[src/polynomial_add_sub_mul_assert.svh]
// Assertion macros shared by the polynomial unit.
`ifndef POLYNOMIAL_ADD_SUB_MUL_ASSERT_SVH
`define POLYNOMIAL_ADD_SUB_MUL_ASSERT_SVH

// Same-cycle implication, disabled during reset.
`define PASM_ASSERT_NOW(label, ante, cons, msg) \
	label: assert property (@(posedge clk) disable iff (!arst_n) (ante) |-> (cons)) \
		else $error(msg);

// Next-cycle implication, disabled during reset.
`define PASM_ASSERT_NEXT(label, ante, cons, msg) \
	label: assert property (@(posedge clk) disable iff (!arst_n) (ante) |=> (cons)) \
		else $error(msg);

`endif

[src/pasm_pkg.sv]
// Shared types and constants of the polynomial add, subtract and multiply unit.
package pasm_pkg;

	localparam int unsigned COEFF_W = 16;
	localparam int unsigned RES_W   = 48;
	localparam int unsigned IDX_W   = 5;
	localparam int unsigned POS_W   = 6;

	typedef enum logic [2:0] {
		OP_LOAD_FIRST  = 3'd0,
		OP_LOAD_SECOND = 3'd1,
		OP_ADD         = 3'd2,
		OP_SUB         = 3'd3,
		OP_MUL         = 3'd4
	} opcode_t;

	// Register indexes of the configuration port
	localparam logic CFG_FIRST_DEGREE  = 1'b0;
	localparam logic CFG_SECOND_DEGREE = 1'b1;

	// Control broadcast to every cell of the chain
	typedef struct packed {
		logic                      en;
		logic                      clr;
		logic                      ld;
		logic [IDX_W-1:0]          ld_idx;
		logic signed [COEFF_W-1:0] ld_val;
		logic [IDX_W-1:0]          deg;
	} cell_ctl_t;

endpackage

[src/pasm_cell.sv]
// One cell of the transposed convolution chain: holds one first-operand coefficient.
module pasm_cell #(
	parameter int unsigned J = 0
) (
	input  logic                                clk,
	input  logic                                arst_n,
	input  pasm_pkg::cell_ctl_t                 ctl,
	input  logic signed [pasm_pkg::COEFF_W-1:0] x,
	input  logic signed [pasm_pkg::RES_W-1:0]   p_in,
	output logic signed [pasm_pkg::RES_W-1:0]   p_out
);

	logic signed [pasm_pkg::COEFF_W-1:0]   a_q;
	logic signed [pasm_pkg::COEFF_W-1:0]   a_eff;
	logic signed [2*pasm_pkg::COEFF_W-1:0] prod;
	logic signed [pasm_pkg::RES_W-1:0]     p_q;

	// Capture this cell's coefficient on a matching load
	always_ff @(posedge clk) begin
		if (ctl.ld && (ctl.ld_idx == pasm_pkg::IDX_W'(J))) begin
			a_q <= ctl.ld_val;
		end
	end

	// Coefficients past the degree read as zero
	assign a_eff = (pasm_pkg::IDX_W'(J) <= ctl.deg) ? a_q : '0;
	assign prod  = a_eff * x;

	// Accumulate the partial sum handed down from the neighbor
	always_ff @(posedge clk or negedge arst_n) begin
		if (!arst_n) begin
			p_q <= '0;
		end else if (ctl.clr) begin
			p_q <= '0;
		end else if (ctl.en) begin
			p_q <= p_in + pasm_pkg::RES_W'(prod);
		end
	end

	assign p_out = p_q;

endmodule

[config.mk]
export PLATFORM = sky130hd
export DESIGN_NAME = pasm_cell
export DESIGN_NICKNAME = d
export VERILOG_FILES = /design/src/polynomial_add_sub_mul_assert.svh /design/src/pasm_pkg.sv /design/src/pasm_cell.sv
export SDC_FILE = /design/constraint.sdc
export NUM_CORES = 1
export LEC_CHECK = 0
export ABC_AREA = 1
export BUFFER_PORTS_ARGS = -buffer_cell sky130_fd_sc_hd__buf_4
export CORE_MARGIN = 3
export CORE_UTILIZATION = 40
export CTS_BUF_LIST = sky130_fd_sc_hd__clkbuf_2
export CTS_CLUSTER_DIAMETER = 200
export DETAILED_ROUTE_END_ITERATION = 8
export PLACE_DENSITY = 0.69
export SKIP_LAST_GASP = 1
export SLEW_MARGIN = 20
export SYNTH_ARGS = -nofsm -noshare
export SYNTH_HDL_FRONTEND = slang
export SYNTH_SLANG_ARGS = --single-unit
[constraint.sdc]
create_clock -name clk -period 15.9 [get_ports clk]
set_input_delay 3.18 -clock clk [delete_from_list [all_inputs] [get_ports clk]]
set_output_delay 3.18 -clock clk [all_outputs]
set_load 0.03 [all_outputs]
==> metrics.yaml, run 1 <==
drc: 0
grt_usage_pct: 20.7
synth_edf_count: 16
fill_cells: 4355
core_sq_um: 43600
drv_cap: 0
first_pass_iters: 8
synth-compound-area-share_pct: 2.55
synth_seq_cells: 64
hold_depth: 2
grt_overflow: 0
hold_viol_final: 0
synth_top_family_by_area: "adder cells"
muxShareOfSynthArea_pct: 0
numPortBuffers: 137
r2r-end: "p_out[47]"
final.min_clock_period_ns: 9.35
wl_microns: 46800
area_delta_synth_final_pct: 9.49
dpl_cell_area_sq_um: 19400
critPathArrivalTime_ns: 9.87
die_w_microns: 217
ys_seq_area_share_pct: 9.40
utilization_pct: 44.9
synth_simple_gate_area_share_pct: 21.1
synthTopCellsByCount: "731 x inv_1, 683 x nand2_1, 362 x fa_1"
grt_antenna_before_repair: 1
ys_types: 34
synth-main-ff-cell: "dfrtp_1"
grt_pass1_vias: 15040
setup_tns_ns: 0
worstRegToRegCells: 24
tightest_slew_ns: 0.964
grt_busiest_layer: "met2"
slew_headroom_pct: 35.7
cts_hold_buf: 0
cts_buffers: 9
min_from: "p_out[40]"
dp_hpwl_microns: 40200
cts_max_level: 3
use_met2_pct: 36.7
drive_above_1_share_pct: 9.40
worstPathRequired_ns: 16.41
setup_viol: 0
clock_skew_ns: 0.0776
wl_per_cell_microns: 15.4
postCtsSetupRepairBufs: 0
syn_area_sq_um: 17900
postSynthCellCount: 2359
boundaryPins: 143
startpoint_type: "primary input"
clockRootBuffer: "clkbuf_2"
num_rows: 76
gp_congestion: 0.953
rr_startpoint: "a_q[15]"
synth_top_cell_by_area: "fa_1"
ant_nets: 0
cts_resized: 0
yosys_warnings: 0
path_max_fanout: 16
grt_max_degree: 49
synthArstFlopShare_pct: 75.0
slew_viol_final: 0
stdcell_area_sq_um: 19600
synthTopCellsByArea: "fa_1 41%, inv_1 15%, nand2_1 14%"
crit_path_end_kind: "flop"
synth_xor_area_share_pct: 0.0979
fmax_ghz: 0.107
start_util_pct: 41.0
clk_pin_slew_ns: 0.20
fin_nets: 3029
whs_ns: 0.520
die-area_sq_um: 47300
synth_fp_nets: 2947
min-delay-path-class: "flop to flop"
via_per_inst: 4.70
timing.final.crit_share_pct: 58.8
num_vias: 14236
synth_area_per_cell_sq_um: 7.58
yosysMostFrequentCell: "inv_1"
grt_use_met1_pct: 26.4
critPathKind: "primary input to flop"
initialDrtViolationCount: 911
outcome: "completed"
use_met3_pct: 2.29
hold_path_end: "p_out[40]"
yosys.area_share.adder_pct: 49.7
clock_path_buffers: 2
cts_tree: "yes"
clk_latency_ns: 0.67
yosysTopAreaCellShare_pct: 40.5
cts.sinks: 64
rrSetupSlack_ns: 8.48
rsz0062_at_grt: "no"
grt_pass1_wl_microns: 77800
chipHeight_microns: 217
==> worst max-delay path: stages <==
cell and delay, ns:
buf_4 0.19, nand2_1 0.18, inv_1 0.10, fa_2 0.65, inv_1 0.11, fa_1 0.95
fa_1 0.65, fa_1 0.77, inv_1 0.32, fa_1 0.57, inv_1 0.05, fa_1 0.47
inv_1 0.04, ha_1 0.38, nand2_1 0.12, inv_2 0.10, nand2_1 0.07, nor3_1 0.26
nand2_1 0.12, nor2_1 0.10, nand2_1 0.09, nand3_1 0.10, nand2_1 0.06, nand3_1 0.16
nand2_1 0.07
==> cell type report <==
class | instances | area (sq um) | area share (%)
Inverter | 745 | 2800 | 14.3
Multi-Input combinational cell | 1480 | 13100 | 67.1
Antenna cell | 1 | 2.50 | 0.0128
Sequential cell | 64 | 1680 | 8.59
Clock buffer | 9 | 45.0 | 0.230
Timing Repair Buffer | 141 | 1080 | 5.51
Tap cell | 585 | 732 | 3.74
Clock inverter | 7 | 104 | 0.530
==> worst max-delay path by stage <==
stage	cells after the start	to	startpoint	slack, ns
floorplan	25	p_out[45]	x[1]	6.95
global placement	23	p_out[37]	x[1]	6.00
detailed placement	23	p_out[43]	x[1]	5.92
CTS	23	p_out[41]	x[1]	6.58
global route	23	p_out[41]	x[1]	6.25
finish	25	p_out[47]	x[1]	6.55
==> routing by layer <==
layer | wire length, microns | share of wire [%]
met5 | 0 | 0
met4 | 1520 | 3.2
met3 | 2690 | 5.7
met2 | 23700 | 51
met1 | 18900 | 40
==> cell usage in the layout, fill, tap and decap left out, types with 6 or more instances in the layout <==
| cell | instances |
|---|---|
| a21oi_1 | 40 |
| a22o_1 | 6 |
| buf_4 | 140 |
| clkbuf_2 | 9 |
| dfrtp_1 | 48 |
| edfxtp_1 | 16 |
| fa_1 | 361 |
| ha_1 | 131 |
| inv_1 | 731 |
| inv_2 | 12 |
| nand2_1 | 683 |
| nand2_2 | 18 |
| nand3_1 | 66 |
| nand3_2 | 8 |
| nand3b_1 | 8 |
| nand4_1 | 13 |
| nor2_1 | 76 |
| nor2_2 | 14 |
| nor2_4 | 6 |
| nor3_2 | 6 |
| o21ai_0 | 18 |
==> kinds of logic after synthesis <==
kind of cell | Yosys count
AO/OA/AOI/OAI | 79
adder cells (fa/ha/maj) | 493
XOR/XNOR | 2
AND/OR/NAND/NOR | 906
buffers and inverters | 815
flip-flops | 64
==> sequential cells by signal, summed over array words and instances, names as in the netlist <==
register	count
p_out	48
a_q	16
==> stage by stage <==
stage,worst slack [ns],instances
floorplan,6.95,2359
global placement,6.00,3014
detailed placement,5.92,3014
CTS,6.58,3030
global route,6.25,3032
finish,6.55,3032
Power of run 1 is not shown: default switching activity piles up to over one toggle a cycle in this logic, so the estimate is an artifact.
==> run 2: changes to the inputs <==
clock period = 9.31 ns   (was 15.9 ns; I/O delays follow)
==> run 2 against run 1 <==
  * Hold slack worse by 0.0011 ns
  * Sequential cell count unchanged
  * Non-clock buffer count up 2
  * First-iteration DRC count down 2.5%
  * Core utilization about the same
  * Critical path type unchanged
  * Critical endpoint is now p_out[46]
  * Largest cell class unchanged
  * Highest routed layer unchanged
==> metrics.yaml, run 2 (synthesized netlist as in run 1, its figures left out) <==
outcome: "completed"
grt_max_degree: 49
drc: 0
grt_antenna_before_repair: 1
startpoint_type: "primary input"
critPathLaunch: "x[1]"
use_met2_pct: 36.9
worstRegToRegCells: 24
die_w_microns: 217
cts_tree: "yes"
cts_max_level: 3
gp_congestion: 0.958
slew_viol_final: 0
rrSetupSlack_ns: 2.16
numPortBuffers: 137
critPathKind: "primary input to flop"
drive_above_1_share_pct: 9.48
boundaryPins: 143
cts_resized: 0
grt_pass1_wl_microns: 78100
final.min_clock_period_ns: 7.75
clockRootBuffer: "clkbuf_2"
grt_usage_pct: 20.8
cts.sinks: 64
die-area_sq_um: 47300
num_vias: 14224
initialDrtViolationCount: 888
dp.cells: 3016
area_delta_synth_final_pct: 9.56
first_pass_iters: 6
min-delay-path-class: "flop to flop"
ant_nets: 0
fin_nets: 3031
use_met3_pct: 2.03
critPathArrivalTime_ns: 8.29
multi_input_area_sq_um: 13100
grt_pass1_vias: 15254
fill_cells: 4339
worstPathRequired_ns: 9.85
slew_headroom_pct: 33.2
crit_path_end: "p_out[46]"
r2r-end: "p_out[46]"
clk_pin_slew_ns: 0.21
final_common_cell: "inv_1"
grt_use_met1_pct: 26.6
timing.final.crit_share_pct: 83.2
chipHeight_microns: 217
via_per_inst: 4.69
wl_per_cell_microns: 15.5
clk_latency_ns: 0.66
clock_skew_ns: 0.0640
hold_viol_final: 0
path_max_fanout: 16
seq_area_sq_um: 1680
wl_microns: 47100
largest_reg_flops: 48
start_util_pct: 41.0
rsz0062_at_grt: "no"
grt_busiest_layer: "met2"
stdcell_count: 3034
postCtsSetupRepairBufs: 0
fmax_ghz: 0.129
setup_viol: 0
whs_ns: 0.519
setup_tns_ns: 0
cts_hold_buf: 0
grt_overflow: 0
crit_path_end_kind: "flop"
mostFrequentLayoutCells: "731 x inv_1, 683 x nand2_1, 361 x fa_1"
rr_startpoint: "a_q[15]"
drv_cap: 0
core_sq_um: 43600
cts_buffers: 9
tightest_slew_ns: 1.00
num_rows: 76
clock_path_buffers: 2
dp_hpwl_microns: 40400
-- run 2: per-layer routing --
metal	vias to the layer above	share of wire (%)
met5	-	0
met4	0	3.6
met3	95	5.5
met2	460	50
met1	6848	41
li1	6821	-
-- run 2: final cells by class --
| cell class | instances | area share, % |
|---|---|---|
| Antenna cell | 1 | 0.0128 |
| Clock buffer | 9 | 0.230 |
| Clock inverter | 7 | 0.517 |
| Inverter | 745 | 14.3 |
| Multi-Input combinational cell | 1480 | 67.1 |
| Sequential cell | 64 | 8.58 |
| Tap cell | 585 | 3.74 |
| Timing Repair Buffer | 143 | 5.58 |
-- run 2: worst min path at each step --
| stage | slack (ns) | to | depth (start not counted) | from |
|---|---|---|---|---|
| 2_1_floorplan | 0.66 | p_out[37] | 2 | p_out[37] |
| 3_3_place_gp | 0.47 | p_out[28] | 2 | p_out[28] |
| 3_5_place_dp | 0.47 | p_out[33] | 2 | p_out[33] |
| 4_1_cts | 0.52 | p_out[45] | 2 | p_out[45] |
| 5_1_grt | 0.55 | p_out[11] | 2 | p_out[11] |
| 6_report | 0.52 | p_out[33] | 2 | p_out[33] |
-- run 2: worst max-delay path, cell delays in order --
cell and delay [ns]:
buf_4 0.19, nand2_1 0.18, inv_1 0.10, fa_2 0.65, inv_1 0.11, fa_1 0.70
fa_1 0.72, fa_1 0.76, inv_1 0.31, fa_1 0.57, inv_1 0.05, fa_1 0.48
inv_1 0.04, ha_1 0.38, nand2_1 0.12, inv_1 0.14, nand2_1 0.08, nor2_1 0.19
nand2_1 0.08, inv_1 0.07, nand3_1 0.10, nand3_1 0.11, nand2_1 0.05, nand3_1 0.13
nand2_1 0.08
-- run 2: stage by stage --
step / utilization, % / setup WS [ns] / instance area (sq um)
after detailed placement: 44.5 / 0.883 / 19400
final: 44.9 / 1.56 / 19600
after global placement: 44.5 / 0.970 / 19400
after CTS: 44.8 / 1.59 / 19600
after global routing: 44.9 / 1.18 / 19600
after floorplan: - / 1.68 / 17900
Power of run 2 is left out for the same reason.
==> run 3: changes to the inputs <==
PLACE_DENSITY = 0.71   (was 0.69)
clock period = 6.4 ns   (was 9.31 ns; I/O delays follow)
==> run 3 against run 2 <==
  * Hold slack barely moved
  * First-iteration DRC count is 21% higher
  * Die area unchanged
  * Non-clock buffer count grew 129
  * Register-to-register slack worse by 2.0 ns
  * Cell area is 6.6% higher
  * Sequential cell count did not move
  * Wire length increased by 4.0%
  * Sequential share of layout area down 0.53 points
  * Critical path depth down 1
==> metrics.yaml, run 3 (synthesized netlist as in run 1, its figures left out) <==
final.min_clock_period_ns: 6.23
setup_tns_ns: 0
drc: 0
first_pass_iters: 6
wl_per_cell_microns: 15.5
largest_reg_flops: 48
numPortBuffers: 137
num_rows: 76
slew_headroom_pct: 46.8
crit_path_end_kind: "flop"
hold_path_end: "p_out[38]"
drv_cap: 0
grt_max_degree: 49
chipHeight_microns: 217
min_from: "p_out[38]"
utilization_pct: 47.8
start_util_pct: 41.0
min-delay-path-class: "flop to flop"
die-area_sq_um: 47300
grt_pass1_wl_microns: 82000
hold_viol_final: 0
timing.final.crit_share_pct: 97.3
area_delta_synth_final_pct: 16.7
tightest_slew_ns: 0.798
die_w_microns: 217
grt_usage_pct: 21.8
clockRootBuffer: "clkbuf_2"
worstPathRequired_ns: 6.90
cts_tree: "yes"
rr_startpoint: "a_q[15]"
critPathArrivalTime_ns: 6.73
gp_congestion: 0.951
crit_path_frequent_cell: "nand2_1"
rsz0062_at_grt: "no"
rrSetupSlack_ns: 0.21
cp_cell_sequence: "buf_4, nand2_2, inv_2, fa_2, inv_2, fa_2, fa_2, fa_2, clkinvlp_4, buf_12, fa_1, inv_1, fa_1, inv_1, ha_1, nand2_1, nor3_2, nand2_1, nor2_1, nand2_1, nand3_1, nand2_1, nand3_1, nand2_1"
drive_above_1_share_pct: 15.8
slowest_stage: "fa_2"
num_vias: 14825
clk_latency_ns: 0.63
path_delay_family: "adder cells"
critPathKind: "primary input to flop"
cts.sinks: 64
via_per_inst: 4.69
core_sq_um: 43600
dp_hpwl_microns: 43000
grt_overflow: 0
outcome: "completed"
hold_depth: 2
ant_nets: 0
cts_hold_buf: 0
worstRegToRegCells: 24
critical-path-max-stage-delay_ns: 0.62
final_common_cell: "inv_1"
grt_antenna_before_repair: 2
cts_buffers: 9
mostFrequentLayoutCells: "722 x inv_1, 673 x nand2_1, 356 x fa_1"
fmax_ghz: 0.161
seq_area_sq_um: 1680
fin_nets: 3160
clock_skew_ns: 0.0476
slew_viol_final: 0
clock_path_buffers: 2
boundaryPins: 143
startpoint_type: "primary input"
initialDrtViolationCount: 1073
clk_pin_slew_ns: 0.21
cp.buffers_inverters: 7
setup_viol: 0
fill_cells: 4228
wl_microns: 48900
multi_input_area_sq_um: 13400
cts_max_level: 3
grt_pass1_vias: 15892
r2r-end: "p_out[47]"
path_max_fanout: 11
[run 3: cell type report]
type	instances	area share [%]
Multi-Input combinational cell	1480	64.0
Inverter	745	13.4
Timing Repair Buffer	272	10.3
Sequential cell	64	8.05
Tap cell	585	3.51
Clock inverter	7	0.485
Clock buffer	9	0.216
Antenna cell	2	0.0240
[run 3: metal layers]
layer	global-route usage (%)	routed length (microns)	vias to the layer above
met1	28.3	20400	7158
met5	0	0	-
met3	2.55	2730	85
met4	6.52	1740	0
li1	-	-	7075
met2	38.3	24100	507
[run 3: how the worst max path moves through the flow]
stage               slack [ns]  cells past startpoint     from   endpoint
finish                    0.17                     24     x[2]  p_out[47]
CTS                       0.07                     23  a_q[15]  p_out[47]
detailed placement       -0.51                     24     x[7]  p_out[47]
global route            0.0007                     24     x[7]  p_out[46]
global placement         -0.43                     22     x[7]  p_out[47]
floorplan                -0.31                     25     x[3]  p_out[44]
[run 3: per-stage QoR]
step,cells,hold WS (ns),worst slack [ns],area (sq um)
2_1_floorplan,2359,0.661,-0.313,18100
3_3_place_gp,3143,0.471,-0.427,20700
3_5_place_dp,3143,0.467,-0.505,20700
4_1_cts,3159,0.521,0.0709,20800
5_1_grt,3164,0.546,0.000653,20900
6_report,3164,0.518,0.175,20900
[run 3: what timing repair did]
| action | in CTS | in global routing |
|---|---|---|
| setup endpoints to repair | 0 | 15 |
| setup buffers | 0 | 2 |
| resized for setup | 0 | 2 |
[run 3: tightest hold or removal path, cell delays in order, from the launching register on]
cell and delay, ns:
dfrtp_1 0.40, nand2_1 0.05, nand2_1 0.05
Power of run 3 is left out for the same reason.
